[src/hw/rtl/tmss_pkg.sv]
package tmss_pkg;

    // Default geometry.
    localparam int WINDOW_DEF    = 11;
    localparam int STEP_BITS_DEF = 32;

    // Field widths.
    localparam int DATA_W     = 32;
    localparam int SPEED_W    = 24;
    localparam int LERP_W     = 16;
    localparam int CFG_IDX_W  = 4;
    localparam int CFG_DATA_W = 32;

    // Fixed-point scaling: speed factor is Q8.16, lerp factor is Q0.16.
    localparam int SPEED_FRAC = 16;
    localparam int SCALE_HALF = 1 << (SPEED_FRAC - 1);
    localparam int LERP_HALF  = 1 << (LERP_W - 1);

    // Register reset values.
    localparam logic [SPEED_W-1:0] SPEED_RST = SPEED_W'(65536);
    localparam logic [DATA_W-1:0]  MIN_RST   = DATA_W'(1000000);
    localparam logic [DATA_W-1:0]  MAX_RST   = DATA_W'(100000000);
    localparam logic [LERP_W-1:0]  LERP_RST  = LERP_W'(13107);

    // Register indexes.
    localparam logic [CFG_IDX_W-1:0] REG_SPEED_FACTOR = CFG_IDX_W'(0);
    localparam logic [CFG_IDX_W-1:0] REG_MIN_STEP     = CFG_IDX_W'(1);
    localparam logic [CFG_IDX_W-1:0] REG_MAX_STEP     = CFG_IDX_W'(2);
    localparam logic [CFG_IDX_W-1:0] REG_LERP_FACTOR  = CFG_IDX_W'(3);

    // Item operations.
    localparam logic OP_SAMPLE = 1'b0;
    localparam logic OP_CLEAR  = 1'b1;

    // Trimmed mean: sorted ranks RANK_LO..RANK_HI, rounded to nearest.
    localparam int RANK_LO    = 2;
    localparam int RANK_HI    = 8;
    localparam int RANK_CNT   = RANK_HI - RANK_LO + 1;
    localparam int RANK_CNT_W = $clog2(RANK_CNT);
    localparam int ROUND_BIAS = RANK_CNT / 2;
    localparam int SUM_W      = DATA_W + $clog2(RANK_CNT);

    // Division by seven, one byte per step with a reciprocal multiply.
    localparam int DIGIT_W    = 8;
    localparam int DIV_DIGITS = (SUM_W + DIGIT_W - 1) / DIGIT_W;
    localparam int DIV_W      = DIV_DIGITS * DIGIT_W;
    localparam int REM_W      = 3;
    localparam int PART_W     = REM_W + DIGIT_W;
    localparam int DIV_MAGIC  = 18725;
    localparam int DIV_SHIFT  = 17;
    localparam int MAGIC_W    = 15;

    // Control of one sorting cell.
    typedef struct packed {
        logic load;
        logic run;
        logic pair_right;
        logic pair_left;
    } sort_ctrl_t;

endpackage

[src/hw/rtl/tmss_scale.sv]
module tmss_scale
    import tmss_pkg::*;
#(
    parameter int STEP_BITS = STEP_BITS_DEF
) (
    input  logic               aclk,
    input  logic               aresetn,
    input  logic               in_valid,
    input  logic [DATA_W-1:0]  raw_step,
    input  logic [SPEED_W-1:0] speed_factor,
    input  logic [DATA_W-1:0]  min_step,
    input  logic [DATA_W-1:0]  max_step,
    output logic               out_valid,
    output logic [DATA_W-1:0]  out_step
);

    localparam int PROD_W = DATA_W + SPEED_W;
    localparam int RND_W  = PROD_W - SPEED_FRAC;
    localparam int EXT_W  = (STEP_BITS > RND_W) ? STEP_BITS : RND_W;
    localparam logic [EXT_W-1:0] STEP_MAX = EXT_W'({STEP_BITS{1'b1}});

    logic [PROD_W-1:0] prod_reg;
    logic [EXT_W-1:0]  sat_reg;
    logic [DATA_W-1:0] step_reg;
    logic [2:0]        vld_reg;
    logic [PROD_W-1:0] rnd_sum;
    logic [EXT_W-1:0]  rnd_ext;

    assign rnd_sum = prod_reg + PROD_W'(SCALE_HALF);
    assign rnd_ext = EXT_W'(rnd_sum[PROD_W-1:SPEED_FRAC]);

    always_ff @(posedge aclk) begin
        if (!aresetn) begin
            vld_reg <= '0;
        end else begin
            vld_reg <= {vld_reg[1:0], in_valid};
        end
    end

    always_ff @(posedge aclk) begin
        prod_reg <= PROD_W'(raw_step) * PROD_W'(speed_factor);
        sat_reg  <= (rnd_ext > STEP_MAX) ? STEP_MAX : rnd_ext;
        if (sat_reg < EXT_W'(min_step)) begin
            step_reg <= min_step;
        end else if (sat_reg > EXT_W'(max_step)) begin
            step_reg <= max_step;
        end else begin
            step_reg <= sat_reg[DATA_W-1:0];
        end
    end

    assign out_valid = vld_reg[2];
    assign out_step  = step_reg;

endmodule

[config.mk]
export PLATFORM = sky130hd
export DESIGN_NAME = tmss_scale
export DESIGN_NICKNAME = d
export VERILOG_FILES = /design/src/hw/rtl/tmss_pkg.sv /design/src/hw/rtl/tmss_scale.sv
export SDC_FILE = /design/constraint.sdc
export NUM_CORES = 2
export LEC_CHECK = 0
export BUFFER_PORTS_ARGS = -buffer_cell sky130_fd_sc_hd__buf_2
export CAP_MARGIN = 20
export CELL_PAD_IN_SITES_DETAIL_PLACEMENT = 1
export CELL_PAD_IN_SITES_GLOBAL_PLACEMENT = 2
export CORE_MARGIN = 10
export CORE_UTILIZATION = 40
export CTS_CLUSTER_SIZE = 40
export DETAILED_ROUTE_END_ITERATION = 8
export PLACE_DENSITY = 0.85
export SLEW_MARGIN = 15
export SYNTH_ARGS = -nofsm -noshare
export SYNTH_HDL_FRONTEND = slang
export SYNTH_SLANG_ARGS = --single-unit
[constraint.sdc]
create_clock -name aclk -period 8.7 [get_ports aclk]
set_input_delay 0.435 -clock aclk [delete_from_list [all_inputs] [get_ports aclk]]
set_output_delay 0.435 -clock aclk [all_outputs]
set_load 0.05 [all_outputs]
Yosys cells after proc, flatten, opt, wreduce, memory -nomap -nowiden --
Index checks and enable logic that the tools add are counted.
Storage, ports and cells: register bits after elaboration 131, word-level logic and storage cells 11, output and inout bits 33, bits of input ports 123
Cells by class: multiply operators 1, add/subtract/negate cells 1, multiplexer cells 2, $lt $le $gt $ge 3
Operator list (number):
- 32-bit 2-to-1 mux | 2
- 56-bit by 16-bit adder with 56-bit output, second input constant | 1
- 32-bit by 24-bit multiplier with 56-bit output | 1
- 40-bit by 32-bit > comparator with 1-bit output | 1
- 40-bit by 32-bit > comparator with 1-bit output, second input constant | 1
- 40-bit by 32-bit less-than comparator with 1-bit output | 1

Logic depth before layout (Yosys ltp) --
word-level depth 3, gate-level depth with buffers 26, gate-level depth less buffers 24

Least setup slack after synthesis --
OpenSTA, ideal clock, no wires.
path type input -> register, start in raw_step[11], end reg prod_reg[49], required time 8.572 ns, stages on the path 24, path slack 1.720 ns, library setup time 0.128 ns, data arrival time 6.853 ns, cells stage by stage clkbuf_1 > nand2_1 > fa_1 > inv_1 > fa_1 > inv_1 > fa_1 > fa_1 > fa_1 > inv_1 > fa_1 > inv_1 > fa_1 > inv_1 > ha_1 > a21oi_1 > o21ai_0 > nor4_1 > a22oi_1 > o311a_1 > o41ai_1 > o21a_1 > o21bai_1 > xor2_1
On the way: longest elaborated chain between the ends 1
RTL lines:
- start, declared | line tmss_scale.sv:9 | input logic [DATA_W-1:0] raw_step,
- 32-bit by 24-bit multiplier with 56-bit output | line tmss_scale.sv:41 | prod_reg <= PROD_W'(raw_step) * PROD_W'(speed_factor);
- end signal, assigned | line tmss_scale.sv:41
- end, declared | line tmss_scale.sv:22 | logic [PROD_W-1:0] prod_reg;
No other way between the ends. A chain may end at the register's enable or synchronous reset.

Worst setup path in the final report --
start in speed_factor[1], end reg prod_reg[49]
On the way: longest elaborated chain between the ends 1
RTL lines:
- start, declared | line tmss_scale.sv:10 | input logic [SPEED_W-1:0] speed_factor,
- 32-bit by 24-bit multiplier with 56-bit output | line tmss_scale.sv:41
No other way between the ends.

==> reports/metrics.cfg <==
[outcome]
status = finished, final reports clean

[detailed_routing]
wl_per_cell_um = 20.2
drtPass1Iterations = 5
wl_met2_um = 41300
drcViolationCount = 0
wl_met1_um = 40800
vias = 22344
drt-initial-drc-count = 1144
routed-wl-met3_um = 5890
dr.max_layer_used = met4
ant_nets = 0
vias_per_cell = 5.05
wirelength_um = 89300

[sta]
clock-skew-final_ns = 0.0133
finalHoldViolCount = 0
grt_setup_unrepaired = no
layout_min_cycle_time_ns = 7.64
fin_crit_sh_pct = 87.8
drv_slew = 0
tns_ns = 0
slew_headroom_pct = 35.3
setup_viol = 0
worstMarginPinSlew_ns = 0.968
fin_ws_ns = 1.06
clock.fmax_ghz = 0.131

[synthesis]
synth.distinct_cells = 59
ys_seq_area_share_pct = 7.74
synth-edff-count = 0
yosysWarnings = 0
synthCells = 3397
synthArstFlopShare_pct = 0
synth_area_sq_mm = 0.0300
yosys_most_used_dff = dfxtp_1
synth_area_per_cell_sq_um = 8.83
ys_ff_latch = 116

[finish]
final_util_pct = 43.2
drive_gt1_share_pct = 6.72
areaGrowthSynthToFinish_pct = 7.22
fin_nets = 4462
largest_reg_flops = 41
n_fill_cell = 8792
layout_commonest_cell = inv_1
layout_common_cells = inv_1 (798), fa_1 (657), nand2_1 (449)

[worst_setup_path]
r2r-start = prod_reg[17]
crit_start = speed_factor[1]
critPathMaxStageDelay_ns = 0.79
cp_slowest_cell = o41ai_1
crit_family = adder cells
worstPathRequired_ns = 9.01
start_kind = input port
crit_chain = buf_2 -> and2_1 -> fa_1 -> fa_1 -> inv_1 -> fa_1 -> inv_1 -> fa_1 -> fa_1 -> fa_1 -> inv_1 -> fa_1 -> inv_1 -> ha_1 -> a21oi_1 -> o21ai_0 -> nor4_1 -> a22oi_1 -> buf_4 -> o311a_1 -> o41ai_1 -> o21a_1 -> o21bai_1 -> xor2_1
critical_path_buf_inv_count = 6
worstPathArrival_ns = 7.95
critPathKind = input port to flop
worstPathMaxFanout = 32
endpoint_kind = flop
critPathMostFrequentCell = fa_1

[clock_network]
cts_hold_buf = 0
numClockSinks = 116
post-cts-setup-buffer-count = 0
root_buffer = clkbuf_16
cts_tree = yes
clk_pin_slew_ns = 0.06
cts_buffers = 17
htree_num_levels = 4
clk_latency_ns = 0.43
cts_resized = 0
cts_max_path_buffers = 2

[global_route]
grt_usage_pct = 21.1
grt-ovfl-total = 0
grt_max_degree = 65
antenna_found_initial = 4
first_global_vias = 25165
grt_pass1_wl_um = 143000

[placed_design]
dp_slack_ns = 0.610
dp_hpwl_um = 73100
place_congestion = 0.860
io_buffers = 155

[floorplan]
io_pins = 156
core_sq_mm = 0.0744
rows = 100
die_w_um = 294
initial_utilization_pct = 40.3
die_h_um = 294
die-area_sq_mm = 0.0864

[worst_hold_path]
hp-class = input port to flop
worstHoldStart = in_valid

[run]
cap_violations = 0

synth_stat cells, types with 35 or more instances:
| cell | n | area share (%) |
|---|---|---|
| a21o_1 | 36 | 0.90 |
| and2_1 | 397 | 8.3 |
| ha_1 | 242 | 10 |
| nand2_1 | 449 | 5.6 |
| a21oi_1 | 105 | 1.8 |
| fa_1 | 657 | 44 |
| xnor2_1 | 43 | 1.3 |
| dfxtp_1 | 116 | 7.7 |
| nor2_1 | 79 | 0.99 |
| nand4_1 | 35 | 0.73 |
| inv_1 | 798 | 10 |
| clkbuf_1 | 158 | 2.0 |
stage by stage:
stage	hold WS [ns]	cell area (sq um)	cells
final	0.216	32200	4425
after global routing	0.208	32200	4423
after CTS	0.189	32200	4422
after detailed placement	0.416	31600	4390
after global placement	0.408	31600	4390
after floorplan	0.406	30000	3404
kinds of logic after synthesis:
| kind of cell | share of synthesized area (%) |
|---|---|
| AOI/OAI and AO/OA | 5.05 |
| xor gates and xnor gates | 2.10 |
| adders and majority gates | 53.9 |
| buffers and inverters | 12.2 |
| DFF | 7.74 |
| muxes | 1.13 |
| other | 0.0125 |
| and+or+nand+nor | 17.8 |
path summary, 6_finish.rpt:
kind	end	slack (ns)	cells after the start
max	prod_reg[49]	1.06	24
min	vld_reg[0]	0.22	2
min reg2reg	vld_reg[1]	0.43	1
max reg2reg	sat_reg[6]	5.71	9
metal layers:
layer  vias to the layer above  global-route usage (%)
met5                         -                       0
met4                         0                    4.39
met3                        80                    3.85
met2                       590                    34.4
met1                     11568                    29.1
li1                      10106                       -
final cells by class:
type                       instances  area (sq um)  area share, %
clock buffer                      17           425           1.32
tap                              969          1210           3.77
inverter                         798          3000           9.31
timing repair buffer             184           993           3.09
antenna                            3          7.51         0.0233
clock inverter                    15           149          0.463
multi-input combinational       2323         24100           74.8
sequential                       116          2320           7.22
Power is left out: the tool's default activity adds up to more than one toggle a clock period on the data nets, which glitch-free logic cannot reach.
