<file path="src/hw/rtl/tmss_pkg.sv">
package tmss_pkg;

    // Default geometry.
    localparam int WINDOW_DEF    = 11;
    localparam int STEP_BITS_DEF = 32;

    // Field widths.
    localparam int DATA_W     = 32;
    localparam int SPEED_W    = 24;
    localparam int LERP_W     = 16;
    localparam int CFG_IDX_W  = 4;
    localparam int CFG_DATA_W = 32;

    // Fixed-point scaling: speed factor is Q8.16, lerp factor is Q0.16.
    localparam int SPEED_FRAC = 16;
    localparam int SCALE_HALF = 1 << (SPEED_FRAC - 1);
    localparam int LERP_HALF  = 1 << (LERP_W - 1);

    // Register reset values.
    localparam logic [SPEED_W-1:0] SPEED_RST = SPEED_W'(65536);
    localparam logic [DATA_W-1:0]  MIN_RST   = DATA_W'(1000000);
    localparam logic [DATA_W-1:0]  MAX_RST   = DATA_W'(100000000);
    localparam logic [LERP_W-1:0]  LERP_RST  = LERP_W'(13107);

    // Register indexes.
    localparam logic [CFG_IDX_W-1:0] REG_SPEED_FACTOR = CFG_IDX_W'(0);
    localparam logic [CFG_IDX_W-1:0] REG_MIN_STEP     = CFG_IDX_W'(1);
    localparam logic [CFG_IDX_W-1:0] REG_MAX_STEP     = CFG_IDX_W'(2);
    localparam logic [CFG_IDX_W-1:0] REG_LERP_FACTOR  = CFG_IDX_W'(3);

    // Item operations.
    localparam logic OP_SAMPLE = 1'b0;
    localparam logic OP_CLEAR  = 1'b1;

    // Trimmed mean: sorted ranks RANK_LO..RANK_HI, rounded to nearest.
    localparam int RANK_LO    = 2;
    localparam int RANK_HI    = 8;
    localparam int RANK_CNT   = RANK_HI - RANK_LO + 1;
    localparam int RANK_CNT_W = $clog2(RANK_CNT);
    localparam int ROUND_BIAS = RANK_CNT / 2;
    localparam int SUM_W      = DATA_W + $clog2(RANK_CNT);

    // Division by seven, one byte per step with a reciprocal multiply.
    localparam int DIGIT_W    = 8;
    localparam int DIV_DIGITS = (SUM_W + DIGIT_W - 1) / DIGIT_W;
    localparam int DIV_W      = DIV_DIGITS * DIGIT_W;
    localparam int REM_W      = 3;
    localparam int PART_W     = REM_W + DIGIT_W;
    localparam int DIV_MAGIC  = 18725;
    localparam int DIV_SHIFT  = 17;
    localparam int MAGIC_W    = 15;

    // Control of one sorting cell.
    typedef struct packed {
        logic load;
        logic run;
        logic pair_right;
        logic pair_left;
    } sort_ctrl_t;

endpackage

</file>
<file path="src/hw/rtl/tmss_sort_cell.sv">
module tmss_sort_cell
    import tmss_pkg::*;
(
    input  logic              aclk,
    input  sort_ctrl_t        ctrl,
    input  logic [DATA_W-1:0] load_val,
    input  logic [DATA_W-1:0] left_val,
    input  logic [DATA_W-1:0] right_val,
    output logic [DATA_W-1:0] val
);

    logic [DATA_W-1:0] val_reg;

    // Odd-even transposition: the left cell of a pair keeps the smaller value,
    // the right cell keeps the larger one.
    always_ff @(posedge aclk) begin
        if (ctrl.load) begin
            val_reg <= load_val;
        end else if (ctrl.run) begin
            if (ctrl.pair_right && (right_val < val_reg)) begin
                val_reg <= right_val;
            end else if (ctrl.pair_left && (left_val > val_reg)) begin
                val_reg <= left_val;
            end
        end
    end

    assign val = val_reg;

endmodule

</file>
<file path="config.mk">
export PLATFORM = sky130hd
export DESIGN_NAME = tmss_sort_cell
export DESIGN_NICKNAME = d
export VERILOG_FILES = /design/src/hw/rtl/tmss_pkg.sv /design/src/hw/rtl/tmss_sort_cell.sv
export SDC_FILE = /design/constraint.sdc
export NUM_CORES = 1
export LEC_CHECK = 0
export BUFFER_PORTS_ARGS = -buffer_cell sky130_fd_sc_hd__buf_2
export CELL_PAD_IN_SITES_DETAIL_PLACEMENT = 0
export CELL_PAD_IN_SITES_GLOBAL_PLACEMENT = 1
export CORE_AREA = 3 3 101 103
export CTS_CLUSTER_SIZE = 20
export DETAILED_ROUTE_END_ITERATION = 6
export DIE_AREA = 0 0 104 106
export PLACE_DENSITY = 0.94
export SETUP_SLACK_MARGIN = 0.05
export SYNTH_ARGS = -nofsm -noshare
export SYNTH_HDL_FRONTEND = slang
export SYNTH_SLANG_ARGS = --single-unit
export TNS_END_PERCENT = 50
</file>
<file path="constraint.sdc">
create_clock -name aclk -period 11.2 [get_ports aclk]
set_input_delay 2.24 -clock aclk [delete_from_list [all_inputs] [get_ports aclk]]
set_output_delay 2.24 -clock aclk [all_outputs]
set_load 0.01 [all_outputs]
</file>
==> Yosys cells after proc, flatten, opt, wreduce, memory -nomap -nowiden <==
Index checks and enable logic that the tools add are counted.
{ "totals": {"input_bits": 101, "ff_bits": 32, "output_inout_bits": 32, "elab_cells": 12} }
{ "classes": {"order_cmp": 2, "reduce_logical": 5, "mux": 4} }
{ "ops": {"columns": ["operator", "count"], "rows": [
  ["two-way mux 32 bit", 4],
  ["greater-than comparator 32 bit", 1],
  ["less-than comparator 32 bit", 1],
  ["nonzero test 3 bit", 1],
  ["logical AND 1 bit", 2],
  ["AND reduction 2 bit", 1],
  ["nonzero test 2 bit", 1]
]} }

==> Logic depth before layout (Yosys ltp) <==
Gate-level depths: netlist of run 1.
{ "logic_depth": {"ltp_word": 6, "mapped_depth": 10, "ltp_nobuf": 8} }

==> Worst setup path before layout of run 1 <==
No wires, ideal clock.
{ "synth_timing": {"path_kind": "input-to-reg", "from": "input port left_val[30]", "to": "register val_reg[0], in the netlist val[0] (enable)", "setup_ns": 0.431, "required_ns": 10.769, "n_path_buf": 0, "path_slack_ns": 5.876, "path_stages": 7, "t_arrival_ns": 4.893, "cell_sequence": "ha_1 > and4_1 > nand4_1 > nor3_1 > and3_1 > a32oi_1 > o211ai_1"} }
{ "synth_via": {"elab_chain_cells": 4} }
{ "synth_lines": {"columns": ["element", "line", "text"], "rows": [
  ["start, declared", "tmss_sort_cell.sv:7", "input logic [DATA_W-1:0] left_val,"],
  ["greater-than comparator 32 bit", "tmss_sort_cell.sv:22", "end else if (ctrl.pair_left && (left_val > val_reg)) begin"],
  ["logical AND 1 bit", "tmss_sort_cell.sv:22", null],
  ["nonzero test 3 bit (no source line)", null, null],
  ["AND reduction 2 bit (no source line)", null, null],
  ["end signal, assigned", "tmss_sort_cell.sv:18", "val_reg <= load_val;"],
  ["end signal, assigned", "tmss_sort_cell.sv:21", "val_reg <= right_val;"],
  ["end signal, assigned", "tmss_sort_cell.sv:23", "val_reg <= left_val;"],
  ["end, declared", "tmss_sort_cell.sv:12", "logic [DATA_W-1:0] val_reg;"]
]} }
No other way between the ends.
A chain may end at the register's enable or synchronous reset.

==> Final worst setup path of run 1 <==
{ "layout_timing": {"from": "input port right_val[29]", "to": "register val_reg[17], in the netlist val[17] (enable)"} }
{ "layout_via": {"elab_chain_cells": 4} }
{ "layout_lines": {"columns": ["element", "line", "text"], "rows": [
  ["start, declared", "tmss_sort_cell.sv:8", "input logic [DATA_W-1:0] right_val,"],
  ["less-than comparator 32 bit", "tmss_sort_cell.sv:20", "if (ctrl.pair_right && (right_val < val_reg)) begin"],
  ["logical AND 1 bit", "tmss_sort_cell.sv:20", null],
  ["nonzero test 3 bit (no source line)", null, null],
  ["AND reduction 2 bit (no source line)", null, null]
]} }
No other way between the ends.

==> impl_metrics.ini, run 1 <==
[power]
ir_drop_mv = 0.0442
pwr-share-seq_pct = 32.6
cellPowerDensity_nw_per_um2 = 119
p_clk_share_pct = 16.5
p_sw_share_pct = 41.3
leakage_nw = 2.08
comb_power_share_pct = 50.9
internal_power_mw = 0.316
p_sw_mw = 0.223

[clock_network]
cts_tree = yes
hold_buffers = 0
cts_resized = 0
cts_root_buffer = clkbuf_8
cts_buffers = 5
clock_path_buffers = 2
clkLatencyLatePin_ns = 0.28
path_clk_slew_ns = 0.07
postCtsSetupRepairBufs = 0
clock_sinks = 32
htree_levels = 2

[critical_path]
crit_fanout = 20
critPathKind = input pin to flop
crit_path_end_kind = flop
critical_path.startpoint_type = input pin
cp.arrival_ns = 4.58
worstPathRequired_ns = 11.16

[synth]
async_flop_share_pct = 0
yosysMostFrequentCell = nand3_1
ys_seq_area_share_pct = 25.4
synthTopCellsByCount = nand3_1, ha_1, inv_1, nor2b_1
yosysWarnings = 0
ys_ff_latch = 32
synth_area_leaders = edfxtp_1, ha_1, nand3_1
yosysTopAreaCellShare_pct = 25.4
post_synth.cell_area_avg_sq_um = 9.00
syn-instance-count = 421
synth-main-ff-cell = edfxtp_1
synth_area_sq_um = 3790
synth_cell_types = 40
synth_enable_flop_cells = 32
synth_nets = 585
synth_top_cell_by_area = edfxtp_1

[grt]
antenna_found_initial = 0
grt_util_met1_pct = 25.6
grt_pass1_wl_microns = 17900
grtUsageMet2_pct = 35.0
grtUsageMet3_pct = 4.19
track_usage_pct = 19.9
grt_max_degree = 66
grt-busiest-layer = met2
first_global_vias = 3705
gr-total-overflow = 0

[floorplanning]
fp.coreArea_sq_um = 9280
die_w_microns = 104
chipHeight_microns = 106
start_util_pct = 40.8
design.die.area_sq_um = 11000
io_pins = 133
rows = 35

[timing]
holdWs_ns = 1.42
maxSlewViolCount = 0
hold_viol = 0
worst_pin_slew_ns = 1.02
min_period_over_period_pct = 41.2
rsz0062_at_grt = false
setup-tns-final_ns = 0
setup_viol = 0
fmax_mhz = 217
clock_skew_ns = 0.00246
period_minus_slack_ns = 4.62
slew_headroom_pct = 32.0

[finish]
final_nets = 702
largest_register_ffs = 32
fill_cells = 936
finalInstanceArea_sq_um = 4530
syn_to_final_growth_pct = 19.5
drive_gt1_share_pct = 28.8
antennaDiodeCount = 0
final_util_pct = 48.8

[place]
gp_congestion = 0.828
hpwl_microns = 9040
port_buffers = 132
placed_cell_area_sq_um = 4450

[run]
cap_violations = 0

[outcome]
status = complete, no violations

[drt]
vias = 3884
drc = 0
dr.pass1.iters = 4
wl_per_cell_microns = 17.2
viasPerCell = 5.81
first_iter_violations = 243
wirelength_microns = 11500
ant_nets = 0

[min_path]
hp-class = flop to flop
## worst paths after layout
path	endpoint	slack (ns)	cells past startpoint	startpoint
max	val[17]	6.58	9	right_val[29]
min	val[27]	1.42	7	val[31]
max reg2reg	val[17]	8.21	9	val[29]
min reg2reg	val[27]	1.42	7	val[31]
## metrics by stage
stage,std cells,power (mW),setup slack [ns]
6_report,668,0.539,6.58
5_1_grt,668,0.584,6.48
4_1_cts,668,0.542,6.62
3_5_place_dp,660,0.452,6.30
3_3_place_gp,660,0.441,6.41
2_1_floorplan,421,0.364,5.88
## cell families after synthesis
family          count (synthesis)  synth area share (%)
simple gates                  145                  20.6
compound gates                116                  23.6
buf+inv                        65                  9.58
fa+ha+maj                      63                  20.8
flops                          32                  25.4
## placed cells by master, fill, tap and decap left out, types with 2 or more instances in the layout
| cell type | Yosys | routed |
|---|---|---|
| buf_2 | 12 | 132 |
| nand3_1 | 70 | 70 |
| ha_1 | 63 | 63 |
| inv_1 | 34 | 34 |
| nor2b_1 | 34 | 34 |
| o2111ai_1 | 32 | 32 |
| a22oi_1 | 32 | 32 |
| edfxtp_1 | 32 | 32 |
| a21oi_1 | 20 | 20 |
| nand2_1 | 12 | 12 |
| nand4_1 | 11 | 11 |
| buf_4 | 0 | 8 |
| nor2_1 | 6 | 5 |
| a211oi_1 | 5 | 5 |
| clkbuf_8 | 0 | 5 |
| o21ai_0 | 4 | 4 |
| o211ai_1 | 4 | 4 |
| and4_1 | 3 | 3 |
| o21ai_2 | 3 | 3 |
| o21a_1 | 3 | 3 |
| nor3_1 | 3 | 3 |
| a21o_1 | 3 | 3 |
| o21ai_1 | 2 | 2 |
| and2_1 | 2 | 2 |
| clkbuf_1 | 8 | 2 |
## critical path: stages
cell and delay, ns:
buf_2 0.11, ha_1 0.33, a211oi_2 0.23, o21ai_2 0.13, nor2_2 0.56, buf_4 0.37, o211ai_1 0.11, o211ai_1 0.13
buf_4 0.34
## power by group through the flow
stage	sequential [mW]	clock, mW	combinational, mW
global placement	0.178	0	0.264
floorplan	0.189	0	0.175
detailed placement	0.179	0	0.273
global route	0.178	0.0968	0.309
finish	0.176	0.0887	0.274
CTS	0.176	0.0912	0.275
## routing by layer
metal | part of all wire [%] | vias up
met2 | 48 | 183
met4 | 0.70 | 0
li1 | - | 1884
met1 | 43 | 1808
met5 | 0 | -
met3 | 8.2 | 9
## final cells by class
type                       count  area, sq um  share of cell area (%)
clock buffer                   7         76.3                    1.69
clock inverter                 1         3.75                  0.0829
inverter                      35          136                    3.01
multi-input combinational    324         2470                    54.5
sequential                    32          961                    21.2
tap                          129          161                    3.57
timing repair buffer         140          721                    15.9
Power figures use the tool's default switching activity.
==> run 2: changes to the inputs <==
--- a/config.mk
+++ b/config.mk
@@ -5,14 +5,15 @@
 export SDC_FILE = /design/constraint.sdc
 export NUM_CORES = 1
 export LEC_CHECK = 0
+export ABC_AREA = 1
 export BUFFER_PORTS_ARGS = -buffer_cell sky130_fd_sc_hd__buf_2
 export CELL_PAD_IN_SITES_DETAIL_PLACEMENT = 0
 export CELL_PAD_IN_SITES_GLOBAL_PLACEMENT = 1
-export CORE_AREA = 3 3 101 103
+export CORE_AREA = 3 3 111 113
 export CTS_CLUSTER_SIZE = 20
 export DETAILED_ROUTE_END_ITERATION = 6
-export DIE_AREA = 0 0 104 106
-export PLACE_DENSITY = 0.94
+export DIE_AREA = 0 0 114 116
+export PLACE_DENSITY = 0.84
 export SETUP_SLACK_MARGIN = 0.05
 export SYNTH_ARGS = -nofsm -noshare
 export SYNTH_HDL_FRONTEND = slang
==> constraint.sdc (replaced) <==
create_clock -name aclk -period 3.7 [get_ports aclk]
set_input_delay 0.74 -clock aclk [delete_from_list [all_inputs] [get_ports aclk]]
set_output_delay 0.74 -clock aclk [all_outputs]
set_load 0.01 [all_outputs]
==> run 2 against run 1 <==
Compared with the run above: combinational power is 110% higher; sequential share of layout area up 0.26 points; design area down 1.2%; area after synthesis down 6.8%; power increased to 2.7 times the previous value; critical path type unchanged; largest power group unchanged.
==> impl_metrics.ini, run 2 <==
[outcome]
status = complete, no violations

[critical_path]
reg2reg_depth = 13
crit_fanout = 12
worstPathRequired_ns = 3.67
reg2reg_to = val[3]
cp.arrival_ns = 2.73
r2r_start = val[31]
critical_path.startpoint_type = input pin
rrSetupSlack_ns = 1.08
critPathKind = input pin to flop
cpPeakStageDelay_ns = 0.31
crit_chain = buf_2 > ha_1 > nand2_1 > nor2_1 > nand4_1 > nor3_1 > nand2_1 > nand2_1 > nand2_1 > nand2_1 > nand2_1 > nand2_1 > buf_4
crit_top_cell = nand2_1
crit_slowest_cell = buf_4
crit_path_end_kind = flop

[synth]
synthAdderAreaFrac_pct = 22.3
syn-instance-count = 506
synth_enable_flop_cells = 32
ys_seq_area_share_pct = 27.2
synth_top_cell_by_area = edfxtp_1
synth_area_leaders = edfxtp_1, ha_1, nand2_1
async_flop_share_pct = 0
yosysMostFrequentCell = nand2_1
muxShareOfSynthArea_pct = 0
ys_ff_latch = 32
synth_area_sq_um = 3530
synthXorXnorAreaFrac_pct = 0
synth-compound-area-share_pct = 7.02
synth_top_family_by_area = simple AND/OR/NAND/NOR gates
synth_simple_gate_area_share_pct = 29.2
synth-main-ff-cell = edfxtp_1
synthTopCellsByCount = nand2_1, inv_1, nand3_1
post_synth.cell_area_avg_sq_um = 6.98
yosysWarnings = 0
synth_cell_types = 23
yosysTopAreaCellShare_pct = 27.2
synth_nets = 670

[clock_network]
cts_tree = yes
cts_buffers = 5
clock_path_buffers = 2
cts_resized = 0
cts_root_buffer = clkbuf_16
clkLatencyLatePin_ns = 0.28
path_clk_slew_ns = 0.06
htree_levels = 2
hold_buffers = 0
clock_sinks = 32
postCtsSetupRepairBufs = 0

[floorplanning]
start_util_pct = 30.9
rows = 39
die_w_microns = 114
fp.coreArea_sq_um = 11400
chipHeight_microns = 116
io_pins = 133
design.die.area_sq_um = 13200

[timing]
hold_viol = 0
maxSlewViolCount = 0
slew_headroom_pct = 72.1
setup_viol = 0
clock_skew_ns = 0.00493
fmax_mhz = 362
holdWs_ns = 0.731
rsz0062_at_grt = false
worst_pin_slew_ns = 0.419
period_minus_slack_ns = 2.77
min_period_over_period_pct = 74.8
setup-tns-final_ns = 0
setup_ws_ns = 0.934

[min_path]
min_path_cells = 3
hold_end = val[23]
hold_path.startpoint = load_val[23]
hp-class = input pin to flop

[run]
cap_violations = 0

[finish]
largest_register_ffs = 32
layout_commonest_cell = nand2_1
final_nets = 800
drive_gt1_share_pct = 23.5
final_util_pct = 39.2
fill_cells = 1240
syn_to_final_growth_pct = 26.6
mostFrequentLayoutCells = nand2_1, buf_2, inv_1
antennaDiodeCount = 0

[grt]
track_usage_pct = 16.5
antenna_found_initial = 1
gr-total-overflow = 0
first_global_vias = 3664
grt_max_degree = 34
grt_pass1_wl_microns = 17600

[power]
cellPowerDensity_nw_per_um2 = 324
ir_drop_mv = 0.153
leakage_nw = 2.68

[drt]
first_iter_violations = 155
dr.pass1.iters = 4
ant_nets = 0
drc = 0
wirelength_microns = 10900
wl_per_cell_microns = 14.0
viasPerCell = 4.71
vias = 3676

[place]
hpwl_microns = 8620
port_buffers = 132
place_ws_ns = 0.621
gp_congestion = 0.843
[run 2: area by class of cell]
class | count | area [sq um] | area share, %
multi-input combinational | 348 | 2070 | 46.2
clock inverter | 3 | 13.8 | 0.308
tap | 143 | 179 | 4.00
inverter | 110 | 413 | 9.23
sequential | 32 | 961 | 21.5
clock buffer | 5 | 125 | 2.80
timing repair buffer | 139 | 713 | 15.9
[run 2: cells by family after synthesis]
group / after synthesis
AO/OA/AOI/OAI: 45
adder cells (fa/ha/maj): 63
buffers and inverters: 126
flip-flops: 32
AND/OR/NAND/NOR: 240
[run 2: worst max-delay path by stage]
stage          slack, ns  cells after the start  endpoint          from
2_1_floorplan       0.72                     13    val[0]  right_val[5]
3_3_place_gp        0.64                     13    val[6]  left_val[31]
3_5_place_dp        0.62                     13    val[5]  left_val[31]
4_1_cts             0.91                     13    val[5]  left_val[31]
5_1_grt             0.58                     13    val[8]  left_val[31]
6_report            0.93                     13    val[3]  left_val[31]
[run 2: per-stage QoR]
stage	std cells	area, sq um	total power, mW
2_1_floorplan	506	3530	0.849
3_3_place_gp	772	4330	1.05
3_5_place_dp	772	4330	1.06
4_1_cts	780	4470	1.46
5_1_grt	780	4470	1.57
6_report	780	4470	1.45
[run 2: critical path, delay by kind of cell]
| kind | cells | cell delay [ns] |
|---|---|---|
| simple gates | 10 | 1.27 |
| buf+inv | 2 | 0.42 |
| fa+ha+maj | 1 | 0.29 |
[run 2: metal layers]
layer  share of wire, %  track usage, %  vias to the layer above
li1                   -               -                     1883
met1                 45            21.4                     1667
met2                 47            28.8                      112
met3                6.5            3.08                       12
met4                1.0            3.48                        2
met5               0.11               0                        -
[run 2: where the power goes]
group          total, mW  internal [mW]  switching, mW
combinational      0.563          0.226          0.336
clock              0.398          0.244          0.154
sequential         0.487          0.460         0.0268
