===== src/hw/rtl/tmss_pkg.sv =====
package tmss_pkg;

    // Default geometry.
    localparam int WINDOW_DEF    = 11;
    localparam int STEP_BITS_DEF = 32;

    // Field widths.
    localparam int DATA_W     = 32;
    localparam int SPEED_W    = 24;
    localparam int LERP_W     = 16;
    localparam int CFG_IDX_W  = 4;
    localparam int CFG_DATA_W = 32;

    // Fixed-point scaling: speed factor is Q8.16, lerp factor is Q0.16.
    localparam int SPEED_FRAC = 16;
    localparam int SCALE_HALF = 1 << (SPEED_FRAC - 1);
    localparam int LERP_HALF  = 1 << (LERP_W - 1);

    // Register reset values.
    localparam logic [SPEED_W-1:0] SPEED_RST = SPEED_W'(65536);
    localparam logic [DATA_W-1:0]  MIN_RST   = DATA_W'(1000000);
    localparam logic [DATA_W-1:0]  MAX_RST   = DATA_W'(100000000);
    localparam logic [LERP_W-1:0]  LERP_RST  = LERP_W'(13107);

    // Register indexes.
    localparam logic [CFG_IDX_W-1:0] REG_SPEED_FACTOR = CFG_IDX_W'(0);
    localparam logic [CFG_IDX_W-1:0] REG_MIN_STEP     = CFG_IDX_W'(1);
    localparam logic [CFG_IDX_W-1:0] REG_MAX_STEP     = CFG_IDX_W'(2);
    localparam logic [CFG_IDX_W-1:0] REG_LERP_FACTOR  = CFG_IDX_W'(3);

    // Item operations.
    localparam logic OP_SAMPLE = 1'b0;
    localparam logic OP_CLEAR  = 1'b1;

    // Trimmed mean: sorted ranks RANK_LO..RANK_HI, rounded to nearest.
    localparam int RANK_LO    = 2;
    localparam int RANK_HI    = 8;
    localparam int RANK_CNT   = RANK_HI - RANK_LO + 1;
    localparam int RANK_CNT_W = $clog2(RANK_CNT);
    localparam int ROUND_BIAS = RANK_CNT / 2;
    localparam int SUM_W      = DATA_W + $clog2(RANK_CNT);

    // Division by seven, one byte per step with a reciprocal multiply.
    localparam int DIGIT_W    = 8;
    localparam int DIV_DIGITS = (SUM_W + DIGIT_W - 1) / DIGIT_W;
    localparam int DIV_W      = DIV_DIGITS * DIGIT_W;
    localparam int REM_W      = 3;
    localparam int PART_W     = REM_W + DIGIT_W;
    localparam int DIV_MAGIC  = 18725;
    localparam int DIV_SHIFT  = 17;
    localparam int MAGIC_W    = 15;

    // Control of one sorting cell.
    typedef struct packed {
        logic load;
        logic run;
        logic pair_right;
        logic pair_left;
    } sort_ctrl_t;

endpackage


===== src/hw/rtl/tmss_div7.sv =====
module tmss_div7
    import tmss_pkg::*;
(
    input  logic              aclk,
    input  logic              aresetn,
    input  logic              start,
    input  logic [DIV_W-1:0]  dividend,
    output logic              done,
    output logic [DATA_W-1:0] quotient
);

    localparam int CNT_W = $clog2(DIV_DIGITS);
    localparam int MUL_W = PART_W + MAGIC_W;

    logic             busy_reg;
    logic             done_reg;
    logic [CNT_W-1:0] cnt_reg;
    logic [DIV_W-1:0] dvd_reg;
    logic [DIV_W-1:0] quo_reg;
    logic [REM_W-1:0] rem_reg;

    logic [PART_W-1:0]  part;
    logic [MUL_W-1:0]   mul;
    logic [DIGIT_W-1:0] qdig;
    logic [PART_W-1:0]  back;
    logic [PART_W-1:0]  rem_full;

    // The partial dividend stays below 7 * 256, where the reciprocal is exact.
    assign part     = {rem_reg, dvd_reg[DIV_W-1 -: DIGIT_W]};
    assign mul      = MUL_W'(part) * MUL_W'(DIV_MAGIC);
    assign qdig     = mul[DIV_SHIFT +: DIGIT_W];
    assign back     = PART_W'(qdig) * PART_W'(RANK_CNT);
    assign rem_full = part - back;

    always_ff @(posedge aclk) begin
        if (!aresetn) begin
            busy_reg <= 1'b0;
            done_reg <= 1'b0;
            cnt_reg  <= '0;
        end else begin
            done_reg <= 1'b0;
            if (start) begin
                busy_reg <= 1'b1;
                cnt_reg  <= '0;
            end else if (busy_reg) begin
                cnt_reg <= cnt_reg + 1'b1;
                if (cnt_reg == CNT_W'(DIV_DIGITS - 1)) begin
                    busy_reg <= 1'b0;
                    done_reg <= 1'b1;
                end
            end
        end
    end

    always_ff @(posedge aclk) begin
        if (start) begin
            dvd_reg <= dividend;
            rem_reg <= '0;
        end else if (busy_reg) begin
            dvd_reg <= dvd_reg << DIGIT_W;
            quo_reg <= {quo_reg[DIV_W-DIGIT_W-1:0], qdig};
            rem_reg <= rem_full[REM_W-1:0];
        end
    end

    assign done     = done_reg;
    assign quotient = quo_reg[DATA_W-1:0];

endmodule


===== config.mk =====
export PLATFORM = sky130hd
export DESIGN_NAME = tmss_div7
export DESIGN_NICKNAME = d
export VERILOG_FILES = /design/src/hw/rtl/tmss_pkg.sv /design/src/hw/rtl/tmss_div7.sv
export SDC_FILE = /design/constraint.sdc
export NUM_CORES = 1
export LEC_CHECK = 0
export BUFFER_PORTS_ARGS = -buffer_cell sky130_fd_sc_hd__buf_2
export CAP_MARGIN = 10
export CORE_ASPECT_RATIO = 1.2
export CORE_MARGIN = 3
export CORE_UTILIZATION = 30
export DETAILED_ROUTE_END_ITERATION = 8
export HOLD_SLACK_MARGIN = 0.05
export PLACE_DENSITY = 0.53
export SLEW_MARGIN = 20
export SYNTH_ARGS = -nofsm -noshare
export SYNTH_HDL_FRONTEND = slang
export SYNTH_SLANG_ARGS = --single-unit

===== constraint.sdc =====
create_clock -name aclk -period 5.9 [get_ports aclk]
set_input_delay 1.18 -clock aclk [delete_from_list [all_inputs] [get_ports aclk]]
set_output_delay 1.18 -clock aclk [all_outputs]
set_load 0.02 [all_outputs]

---- After elaboration in Yosys (flattened, before gate mapping) ----
Index checks and enable logic that the tools add are counted.
word-level totals
  flip-flop bits (word level) ............. 80
  bits in latches ......................... 0
  RAM bits ................................ 0
  memory bits (read-only) ................. 0
  input port bits ......................... 43
  word-level logic and storage cells ...... 24
  memories kept ........................... 0
cells by class
  add/subtract/negate cells ............... 2
  $mul .................................... 2
  divide/modulo/power cells ............... 0
  $lt $le $gt $ge ......................... 0
  eq/ne operators ......................... 1
  shift-type cells ........................ 0
  multiplexer cells ....................... 6
  bitwise gates (word level) .............. 3
  reduce and logical (&&, ||, !) cells .... 4
operators by type and width
  kind                    count
  $mux 40                 2
  $mul 11x15->25 const B  1
  $mul 8x3->3 const B     1
  $mux 1                  4
  $add 3x1->3 const B     1
  $eq 3x3->1 const B      1
  $not 1->1               3
  $reduce_or 3->1         1
  $sub 3x3->3             1
  $reduce_and 2->1        1
  $reduce_bool 2->1       1
  $reduce_or 2->1         1

---- Depth between registers and ports, before layout ----
Gate-level depths: netlist of the first run.
  depth in word-level cells ............... 4
  gate-level depth with buffers ........... 21
  depth with buffers taken out ............ 21

---- Worst setup path after synthesis of the first run ----
No wires, ideal clock.
  kind .................................... register -> register
  start ................................... reg rem_reg[0]
  end ..................................... reg rem_reg[2]
  library setup time ...................... 0.127 ns
  arrival ................................. 5.031 ns
  setup slack ............................. 0.742 ns
  cell stages (with the launch flop) ...... 19
  path buffers ............................ 0
  period minus slack after synthesis ...... 5.158 ns
  path through ............................ dfxtp_1 > ha_1 > fa_1 > fa_1 > fa_1 > ha_1 > ha_1 > a2111oi_2 > a211oi_1 > nor2_1 > nor2_1 > xnor2_1 > xnor2_1 > fa_1 > xnor2_1 > xnor2_1 > nor3_1 > nor4b_1 > or3b_1
between the ends
  longest elaborated chain between the ends .. 3
ends and longest elaborated chain
  item                      line             source
  start: declaration        tmss_div7.sv:20  logic [REM_W-1:0] rem_reg;
  start signal: assignment  tmss_div7.sv:62  rem_reg <= rem_full[REM_W-1:0];
  $mul 11x15->25            tmss_div7.sv:30  assign mul = MUL_W'(part) * MUL_W'(DIV_MAGIC);
  via mul[18]               tmss_div7.sv:23  logic [MUL_W-1:0] mul;
  $mul 8x3->3               tmss_div7.sv:32  assign back = PART_W'(qdig) * PART_W'(RANK_CNT);
  $sub 3x3->3               tmss_div7.sv:33  assign rem_full = part - back;
The timed path passes the listed nets, and every way through them passes these cells.
A chain may end at the register's enable or synchronous reset.

---- Final worst setup path of the first run ----
  start ................................... reg dvd_reg[38]
  end ..................................... reg rem_reg[2]
between the ends
  longest elaborated chain between the ends .. 3
ends and longest elaborated chain
  item                      line             source
  start: declaration        tmss_div7.sv:18  logic [DIV_W-1:0] dvd_reg;
  start signal: assignment  tmss_div7.sv:57  dvd_reg <= dividend;
  start signal: assignment  tmss_div7.sv:60  dvd_reg <= dvd_reg << DIGIT_W;
  $mul 11x15->25            tmss_div7.sv:30
  $mul 8x3->3               tmss_div7.sv:32
  $sub 3x3->3               tmss_div7.sv:33
Every way passes these cells.

==> results.ini, run 1 <==
[outcome]
status=finished clean

[clock_network]
postCtsSetupRepairBufs=0
cts_tree=done
clk_pin_slew_ns=0.06
cts_sinks=80
numCtsBuffers=9
cts_hold_buf=0
cts_root_buf=clkbuf_16
cts_buffer_depth=2
clkLatencyLatePin_ns=0.34
cts_resized=0
htree_levels=3

[layout]
multi_input_area_um2=2442
mostFrequentLayoutCell=buf_2
n_fill_cell=1556
most-common-layout-cells=buf_2 (75), ha_1 (73), edfxtp_1 (72), inv_1 (43), mux2_2 (32)
fin_nets=580
largest_reg_flops=40
n_antenna_cell=0
area_growth_pct=19.00
seq_area_um2=2322
drive_above_1_share=0.2993

[routing]
wl_um=9703
drt-initial-drc-count=123
first_pass_iters=4
wl_per_cell_um=14.72
ant_nets=0
vias=3046
via_per_inst=4.622
drc_errors=0

[logic_synthesis]
yosysSeqAreaShare=0.4702
synth_cells=365
syn_avg_cell_area_um2=13.53
yosysWarnings=0
synth-simple-area-share=0.05599
synth-compound-area-share=0.06613
synth.distinct_cells=44
muxShareOfSynthArea=0.08107
ys_ff_latch=80
synth_top_cell_area_share=0.4378
synthAdderAreaFrac=0.2579
synthFlopType=edfxtp_1
synth_top_family_by_area=adder cells
synthTopCellsByArea=edfxtp_1 (44%), ha_1 (18%), fa_1 (7.3%)
yosys.area.top_type=edfxtp_1
synth_xor_area_frac=0.02838
synth_edf_count=72
syn_area_um2=4938
async_flop_share=0
syn_nets=499

[setup_path]
endpoint_kind=flip-flop
required_ns=6.12
worstReg2RegStart=dvd_reg[38]
crit_start=dvd_reg[38]
crit_path_max_fanout=4
start_kind=flip-flop
cp_common_cell=ha_1
slowest_delay_ns=0.56
critPathArrivalTime_ns=5.80
r2r_cells=20
r2r-end=rem_reg[2]
path_cells=ha_1 -> fa_1 -> inv_1 -> fa_1 -> inv_1 -> ha_1 -> ha_1 -> a21oi_1 -> o21ai_2 -> nor2_1 -> and3_1 -> a2111oi_4 -> ha_1 -> inv_1 -> fa_1 -> xnor2_1 -> xnor2_1 -> nor3_1 -> nor4b_1 -> or3b_1
slowest_stage=fa_1
ff2ff_setup_slack_ns=0.32
criticalPathCategory=flip-flop to flip-flop

[sta]
min_period_ns=5.579
finalSetupViolCount=0
fin_skew_ns=0.01056
finalHoldViolCount=0
tns_ns=0
rsz0062_at_grt=false
fmax_mhz=179.2
slew_headroom=0.3527
tightest_slew_ns=0.9710
fin_crit_sh=0.9456
slew_viol_final=0

[placement]
dp_hpwl_um=7452
port_buffers=75
gp_congestion=0.8251

[run]
cap_violations=0

[floorplanning]
ios=76
chipWidth_um=123.1
num_rows=50
coreArea_um2=15890
die-area_um2=18040
die_y_um=146.6
start_util=0.3108

[min_path]
hold_class=flip-flop to flip-flop
whs_endpoint=quo_reg[15]
whs_path_depth=0
hp-start=quo_reg[7]

[global_routing]
grtUsageTotal=0.1103
grt_pass1_vias=3218
grt_overflow_total=0
grt_max_degree=48
antenna_found_initial=0
grt_pass1_wl_um=15500

[layout make-up]
cell class	count	area share
clock buffer	10	0.03896
sequential	80	0.3951
multi-input combinational	234	0.4156
clock inverter	6	0.01150
inverter	44	0.02810
tap	208	0.04428
timing repair buffer	77	0.06643
[routing by layer]
metal,part of all wire,routed length (um),global-route usage
met2,0.48,4641,0.1790
met3,0.074,719,0.04339
met4,0.026,251,0.04488
met1,0.42,4091,0.1292
met5,0,0,0
[metrics by stage]
step           setup WS (ns)  instance area [um^2]    util  hold slack, ns  instances
2_1_floorplan         0.7420                  4938       -          0.4493        365
3_3_place_gp          0.3867                  5563  0.3501          0.4284        643
3_5_place_dp          0.3141                  5563  0.3501          0.4289        643
4_1_cts               0.2764                  5859  0.3687          0.4457        659
5_1_grt              0.01450                  5877  0.3698          0.4589        659
6_report              0.3210                  5877  0.3698          0.4442        659
[critical path: cells and delay by family (launching register included)]
kind | cells | cell delay [ns]
simple gates | 5 | 0.90
xor+xnor | 2 | 0.38
buf+inv | 3 | 0.18
fa+ha+maj | 7 | 2.78
compound gates | 3 | 0.75
flops | 1 | 0.46
[worst max-delay path by stage]
stage	endpoint	slack (ns)	depth (start not counted)
5_1_grt	rem_reg[2]	0.01	20
6_report	rem_reg[2]	0.32	20
3_3_place_gp	rem_reg[2]	0.39	20
4_1_cts	rem_reg[2]	0.28	18
2_1_floorplan	rem_reg[2]	0.74	18
3_5_place_dp	rem_reg[2]	0.31	20
[synthesized netlist by cell type, drive strengths merged (5+ instances only)]
master	instances
ha	73
edfxtp	72
inv	44
mux2	32
fa	18
nor2	14
xnor2	14
a21oi	9
and2	8
dfxtp	8
nand2	8
o21ai	7
nor3	6
a2111oi	5
a211oi	5
clkbuf	5
[cell families (layout without fill, tap and decap cells)]
| family | after synthesis | after routing |
|---|---|---|
| flops | 80 | 80 |
| xor+xnor | 16 | 16 |
| fa+ha+maj | 91 | 91 |
| compound gates | 40 | 40 |
| buf+inv | 51 | 137 |
| mux | 36 | 36 |
| simple gates | 51 | 51 |
Power of run 1 is left out: the tool's default activity adds up to more than one toggle a clock period on the data nets, which glitch-free logic cannot reach.
==> inputs of run 2 (changes only) <==
--- a/config.mk
+++ b/config.mk
@@ -5,6 +5,7 @@
 export SDC_FILE = /design/constraint.sdc
 export NUM_CORES = 1
 export LEC_CHECK = 0
+export ABC_AREA = 1
 export BUFFER_PORTS_ARGS = -buffer_cell sky130_fd_sc_hd__buf_2
 export CAP_MARGIN = 10
 export CORE_ASPECT_RATIO = 1.2
@@ -12,7 +13,7 @@
 export CORE_UTILIZATION = 30
 export DETAILED_ROUTE_END_ITERATION = 8
 export HOLD_SLACK_MARGIN = 0.05
-export PLACE_DENSITY = 0.53
+export PLACE_DENSITY = 0.52
 export SLEW_MARGIN = 20
 export SYNTH_ARGS = -nofsm -noshare
 export SYNTH_HDL_FRONTEND = slang
==> constraint.sdc (replaced) <==
create_clock -name aclk -period 5.9 [get_ports aclk]
set_input_delay 1.18 -clock aclk [delete_from_list [all_inputs] [get_ports aclk]]
set_output_delay 1.18 -clock aclk [all_outputs]
set_load 0.01 [all_outputs]
==> run 2 against run 1 <==
Clock skew decreased by 0.0023 ns. Critical path depth increased by 3. Synthesized cell count increased by 46%. Highest routed layer unchanged. Sequential cell count unchanged. Register-to-register slack improved by 0.58 ns. Critical endpoint unchanged. Hold slack got worse by 0.0012 ns. Wire length increased by 14%. Cell count increased by 26%. Die area increased by 5.2%. Utilization decreased by 0.73 points. Final area increased by 4.4%.
==> results.ini, run 2 <==
[clock_network]
cts_tree=done
cts_resized=0  ; unchanged
cts_sinks=80  ; unchanged
htree_levels=3  ; unchanged
cts_hold_buf=0  ; unchanged
numCtsBuffers=9  ; unchanged
cts_buffer_depth=2  ; unchanged
postCtsSetupRepairBufs=0  ; unchanged
clk_pin_slew_ns=0.06  ; about the same
clkLatencyLatePin_ns=0.34  ; about the same
cts_root_buf=clkbuf_16

[setup_path]
critical-path-top-delay-family=adder cells
crit_path_max_fanout=5  ; +1
path_cells=ha_1 -> fa_1 -> fa_1 -> fa_1 -> ha_1 -> ha_1 -> a21oi_1 -> nor2_1 -> nor2_1 -> nor2_1 -> nor2_1 -> nand2_1 -> nand2_1 -> nand2_2 -> nand2_1 -> nand2_1 -> fa_1 -> xnor2_1 -> xor2_1 -> inv_1 -> nand3_1 -> nand3_1 -> nand2_1
start_kind=flip-flop
critPathArrivalTime_ns=5.28  ; -0.52 ns
endpoint_kind=flip-flop
slowest_stage=fa_1
cp_common_cell=nand2_1
criticalPathCategory=flip-flop to flip-flop
required_ns=6.18  ; +0.06 ns
slowest_delay_ns=0.56  ; about the same
cp.buffers_inverters=1  ; -2

[routing]
ant_nets=0  ; unchanged
drc_errors=0  ; unchanged
via_per_inst=4.520  ; -2.2%
first_pass_iters=4  ; unchanged
drt-initial-drc-count=76  ; -38%
vias=3765  ; +24%
wl_per_cell_um=13.23  ; -10%
wl_um=11020  ; +14%

[sta]
fin_skew_ns=0.008209  ; -0.002348 ns
min_period_ns=4.998  ; -0.5807 ns
fin_crit_sh=0.8472  ; -0.09843
fmax_mhz=200.1  ; +12%
tns_ns=0  ; unchanged
slew_headroom=0.3602  ; +0.007570
fin_ws_ns=0.9018  ; +0.5807 ns
finalHoldViolCount=0  ; unchanged
slew_viol_final=0  ; unchanged
finalSetupViolCount=0  ; unchanged
timing.hold.ws_ns=0.4430  ; -0.001231 ns
tightest_slew_ns=0.9586  ; -0.01241 ns
rsz0062_at_grt=false

[logic_synthesis]
synth_most_common_cell=nand2_1
synth_cells=533  ; +46%
syn_nets=667  ; +34%
synth_edf_count=72  ; unchanged
syn_area_um2=5206  ; +5.4%
ys_ff_latch=80  ; unchanged
synthTopCellsByArea=edfxtp_1 (42%), ha_1 (18%), nand2_1 (12%)
yosys.area.top_type=edfxtp_1
synth_common_cells=nand2_1 (163), ha_1 (73), edfxtp_1 (72)
async_flop_share=0  ; unchanged
synthFlopType=edfxtp_1
yosysSeqAreaShare=0.4460  ; -0.02418
synth.distinct_cells=32  ; -27%
syn_avg_cell_area_um2=9.768  ; -28%
synth_top_cell_area_share=0.4153  ; -0.02252
yosysWarnings=0  ; unchanged

[layout]
largest_reg_flops=40  ; unchanged
seq_area_um2=2322  ; unchanged
n_fill_cell=1744  ; +12%
multi_input_area_um2=2595  ; +6.3%
n_antenna_cell=0  ; unchanged
most-common-layout-cells=nand2_1 (163), buf_2 (75), ha_1 (73), edfxtp_1 (72), inv_1 (68)
post-route-util=0.3626  ; -0.007269
area_growth_pct=17.81
stdcell_area_um2=6133  ; +4.4%
mostFrequentLayoutCell=nand2_1
final_cells=833  ; +26%
drive_above_1_share=0.1815  ; -0.1178
fin_nets=746  ; +29%

[floorplanning]
die-area_um2=18980  ; +5.2%
coreArea_um2=16920  ; +6.5%
chipWidth_um=126.3  ; +2.5%
ios=76  ; unchanged
start_util=0.3078  ; -0.003021
num_rows=52  ; +4.0%
die_y_um=150.3  ; +2.6%

[global_routing]
grtUsageTotal=0.1210  ; +0.01066
grt_max_degree=45  ; -6.3%
antenna_found_initial=0  ; unchanged
grt_overflow_total=0  ; unchanged
grt_pass1_vias=3978  ; +24%
grt_pass1_wl_um=18470  ; +19%

[placement]
placed_area_um2=5837  ; +4.9%
dp_cells=817  ; +27%
dp_hpwl_um=8900  ; +19%
place_ws_ns=0.9297  ; +0.6155 ns
gp_congestion=0.9624  ; +17%
port_buffers=75  ; unchanged

[outcome]
status=finished clean

[power_and_ir_drop]
power_density_nw_per_um2=566.9
power_mw=3.477
ir_drop_v=0.0003654
cellLeakagePower_nw=3.068

[run]
cap_violations=0  ; unchanged

[min_path]
hold_class=flip-flop to flip-flop

-- run 2: changes by cell type after synthesis, moves of 6 or more --
cell     previous run  this run
nand3_1             2        21
a21oi_1             9        19
inv_1              43        68
mux2_2             32         0
xor2_1              2         8
nand2_1             8       163
and2_1              8         0
nor2_1             14        21
xnor2_1            14         2
nand2_2             0         9
-- run 2: path summary, 6_finish.rpt --
path | startpoint | endpoint | slack, ns | cells past startpoint
min | quo_reg[7] | quo_reg[15] | 0.44 | 0
max | rem_reg[0] | rem_reg[2] | 0.90 | 23
min reg2reg | quo_reg[7] | quo_reg[15] | 0.44 | 0
max reg2reg | rem_reg[0] | rem_reg[2] | 0.90 | 23
-- run 2: kinds of logic (layout without fill, tap and decap cells) --
kind of cell	count (synthesis)	after routing	synth area share
AND/OR/NAND/NOR	232	232	0.1901
adder cells (fa/ha/maj)	91	91	0.2447
flip-flops	80	80	0.4460
buffers and inverters	79	163	0.05696
AO/OA/AOI/OAI	41	41	0.04542
XOR/XNOR	10	10	0.01682
-- run 2: cell type report --
cell class / count / area share
multi-input cells: 374 / 0.4231
clock buffers: 9 / 0.03672
repair buffers: 76 / 0.06242
flip-flops and latches: 80 / 0.3786
well taps: 216 / 0.04406
clock inverters: 7 / 0.01163
inverters: 71 / 0.04345
-- run 2: metal layers --
metal  part of all wire  routed length (um)  up-vias  global-route usage
met4              0.038                 423        0             0.05848
li1                   -                   -     1925                   -
met3              0.048                 532       20             0.02945
met5                  0                   0        -                   0
met2               0.49                5361       96              0.2114
met1               0.43                4700     1724              0.1389
-- run 2: worst register-to-register path, cell delays in order, from the launching register on --
cell	delay [ns]
dfxtp_1	0.43
ha_1	0.20
fa_1	0.43
fa_1	0.56
fa_1	0.43
ha_1	0.31
ha_1	0.35
a21oi_1	0.21
nor2_1	0.06
nor2_1	0.13
nor2_1	0.06
nor2_1	0.18
nand2_1	0.11
nand2_1	0.11
nand2_2	0.08
nand2_1	0.07
nand2_1	0.07
fa_1	0.44
xnor2_1	0.19
xor2_1	0.20
inv_1	0.06
nand3_1	0.08
nand3_1	0.08
nand2_1	0.09
-- run 2: where the power goes --
group | switching (mW) | internal [mW]
clock network | 0.222 | 0.327
registers | 0.0391 | 0.716
logic | 1.35 | 0.826
total | 1.61 | 1.87
No activity file was read; power rests on OpenSTA's default activity.
==> inputs of run 3 (changes only) <==
--- a/config.mk
+++ b/config.mk
@@ -13,7 +13,7 @@
 export CORE_UTILIZATION = 30
 export DETAILED_ROUTE_END_ITERATION = 8
 export HOLD_SLACK_MARGIN = 0.05
-export PLACE_DENSITY = 0.52
+export PLACE_DENSITY = 0.54
 export SLEW_MARGIN = 20
 export SYNTH_ARGS = -nofsm -noshare
 export SYNTH_HDL_FRONTEND = slang
==> constraint.sdc (replaced) <==
create_clock -name aclk -period 4.5 [get_ports aclk]
set_input_delay 0.9 -clock aclk [delete_from_list [all_inputs] [get_ports aclk]]
set_output_delay 0.9 -clock aclk [all_outputs]
set_load 0.01 [all_outputs]
==> run 3 against run 2 <==
The flow now finishes with violations (negative setup slack). Cell count rose by 7.1%. Fmax rose by 10%. Wire length rose by 10%. Clock skew rose by 0.0015 ns. Register-to-register slack got worse by 0.93 ns. Setup slack got worse by 0.93 ns. Die area did not move. Non-clock buffer count rose by 59. Via count rose by 8.2%.
==> results.ini, run 3 (same netlist as run 2, synthesis figures left out) <==
[layout]
n_antenna_cell=0  ; unchanged
fin_nets=805  ; +7.9%
largest_reg_flops=40  ; unchanged
area_growth_pct=34.08
most-common-layout-cells=nand2_1 (154), buf_2 (75), edfxtp_1 (72), inv_1 (66), buf_4 (54)
final_cells=892  ; +7.1%
drive_above_1_share=0.3373  ; +0.1558
n_fill_cell=1651  ; -5.3%
mostFrequentLayoutCell=nand2_1

[clock_network]
cts_hold_buf=0  ; unchanged
numCtsBuffers=9  ; unchanged
clkLatencyLatePin_ns=0.34  ; about the same
clk_pin_slew_ns=0.06  ; about the same
cts_tree=done
cts_sinks=80  ; unchanged
cts_root_buf=clkbuf_16
htree_levels=3  ; unchanged
cts_buffer_depth=2  ; unchanged

[placement]
gp_congestion=0.8557  ; -11%
port_buffers=75  ; unchanged
dp_hpwl_um=9436  ; +6.0%
dp_cells=861  ; +5.4%

[routing]
wl_met3_um=598  ; +12%
wl_per_cell_um=13.64  ; +3.1%
wl_met2_um=6136  ; +14%
ant_nets=0  ; unchanged
drc_errors=0  ; unchanged
first_pass_iters=4  ; unchanged
route.layer.met1.wl_um=5110  ; +8.7%
drt-initial-drc-count=115  ; +51%
via_per_inst=4.565  ; +1.0%
top_layer=met4
vias=4072  ; +8.2%
wl_um=12160  ; +10%

[setup_path]
crit_path_max_fanout=5  ; unchanged
start_kind=flip-flop
path_cells=ha_4 -> fa_1 -> fa_1 -> fa_1 -> ha_4 -> ha_4 -> nand2_1 -> nor2_1 -> inv_1 -> nor2_1 -> nand2_2 -> nand2_2 -> nand2_2 -> nand3_1 -> nand2_2 -> fa_2 -> xnor2_2 -> xor2_1 -> inv_1 -> nand3_1 -> nand3_1 -> nand2_1
slowest_delay_ns=0.57  ; about the same
required_ns=4.78  ; -1.40 ns
endpoint_kind=flip-flop
critical-path-top-delay-family=adder cells
cp.buffers_inverters=2  ; +1
criticalPathCategory=flip-flop to flip-flop
slowest_stage=fa_1
ff2ff_setup_slack_ns=-0.02  ; -0.93 ns
cp_common_cell=nand2_2
critPathArrivalTime_ns=4.80  ; -0.48 ns

[outcome]
violations=negative setup slack
status=finished with violations

[sta]
slew_viol_final=0  ; unchanged
slew_headroom=0.3482  ; -0.01199
fin_skew_ns=0.009673  ; +0.001464 ns
finalSetupViolCount=1  ; +1
finalHoldViolCount=0  ; unchanged
fin_ws_ns=-0.02436  ; -0.9261 ns
fin_crit_sh=1.005  ; +0.1583
min_period_ns=4.524  ; -0.4739 ns
rsz0062_at_grt=true
fmax_mhz=221.0  ; +10%
tightest_slew_ns=0.9753  ; +0.01673 ns

[global_routing]
grt_overflow_total=0  ; unchanged
grt_pass1_wl_um=19900  ; +7.7%
grt_pass1_vias=4222  ; +6.1%
antenna_found_initial=0  ; unchanged
grt_max_degree=45  ; unchanged
grtUsageTotal=0.1312  ; +0.01022

[floorplanning]
die_y_um=150.3  ; unchanged
chipWidth_um=126.3  ; unchanged
ios=76  ; unchanged
coreArea_um2=16920  ; unchanged
start_util=0.3078  ; unchanged
die-area_um2=18980  ; unchanged
num_rows=52  ; unchanged

[min_path]
hold_class=flip-flop to flip-flop

[run]
cap_violations=0  ; unchanged

run 3: cell count changes in the layout (fill, tap and decap cells not counted), moves of 8 or more:
cell     delta
nand2_1     -9
buf_4      +53
nand2_2     +8
ha_1       -21
ha_4       +21
run 3: repair_timing:
| item | in CTS | in global routing |
|---|---|---|
| pin swaps | 36 | 14 |
| hold endpoints to repair | 0 | 0 |
| gates resized for setup | 40 | 30 |
| setup buffers | 13 | 6 |
| setup endpoints to repair | 1 | 2 |
run 3: layer usage:
metal | GRT usage | up-vias
li1 | - | 2048
met1 | 0.1469 | 1896
met2 | 0.2370 | 106
met3 | 0.03513 | 22
met4 | 0.05204 | 0
met5 | 0 | -
run 3: cell type report:
class | instances | area [um^2] | area share
well taps | 216 | 270.3 | 0.03872
flip-flops and latches | 80 | 2326 | 0.3332
inverters | 71 | 266.5 | 0.03818
clock buffers | 11 | 232.7 | 0.03334
clock inverters | 5 | 40.04 | 0.005736
multi-input cells | 374 | 2997 | 0.4293
repair buffers | 135 | 848.3 | 0.1215
run 3: per-stage QoR:
step	setup TNS (ns)	instance area, um^2	worst slack (ns)	hold WS, ns	utilization
3_3_place_gp	-0.1851	6171	-0.1851	0.4293	0.3648
5_1_grt	-0.2812	6980	-0.2812	0.4493	0.4126
4_1_cts	-0.1314	6792	-0.08261	0.4449	0.4015
3_5_place_dp	-0.3359	6171	-0.3359	0.4311	0.3648
6_report	-0.02436	6980	-0.02436	0.4453	0.4126
2_1_floorplan	0	5210	0.006001	0.4575	-
run 3: final timing paths:
path / start / endpoint / cells after the start
min: quo_reg[11] / quo_reg[19] / 0
max reg2reg: rem_reg[0] / rem_reg[2] / 22
min reg2reg: quo_reg[11] / quo_reg[19] / 0
max: rem_reg[0] / rem_reg[2] / 22
run 3: worst reg2reg max path, stage by stage, from the launching register on:
cell	delay, ns
dfxtp_2	0.34
ha_4	0.16
fa_1	0.55
fa_1	0.44
fa_1	0.57
ha_4	0.22
ha_4	0.31
nand2_1	0.08
nor2_1	0.11
inv_1	0.07
nor2_1	0.13
nand2_2	0.09
nand2_2	0.10
nand2_2	0.07
nand3_1	0.10
nand2_2	0.07
fa_2	0.37
xnor2_2	0.14
xor2_1	0.22
inv_1	0.06
nand3_1	0.07
nand3_1	0.09
nand2_1	0.10
Power of run 3 is left out for the same reason.
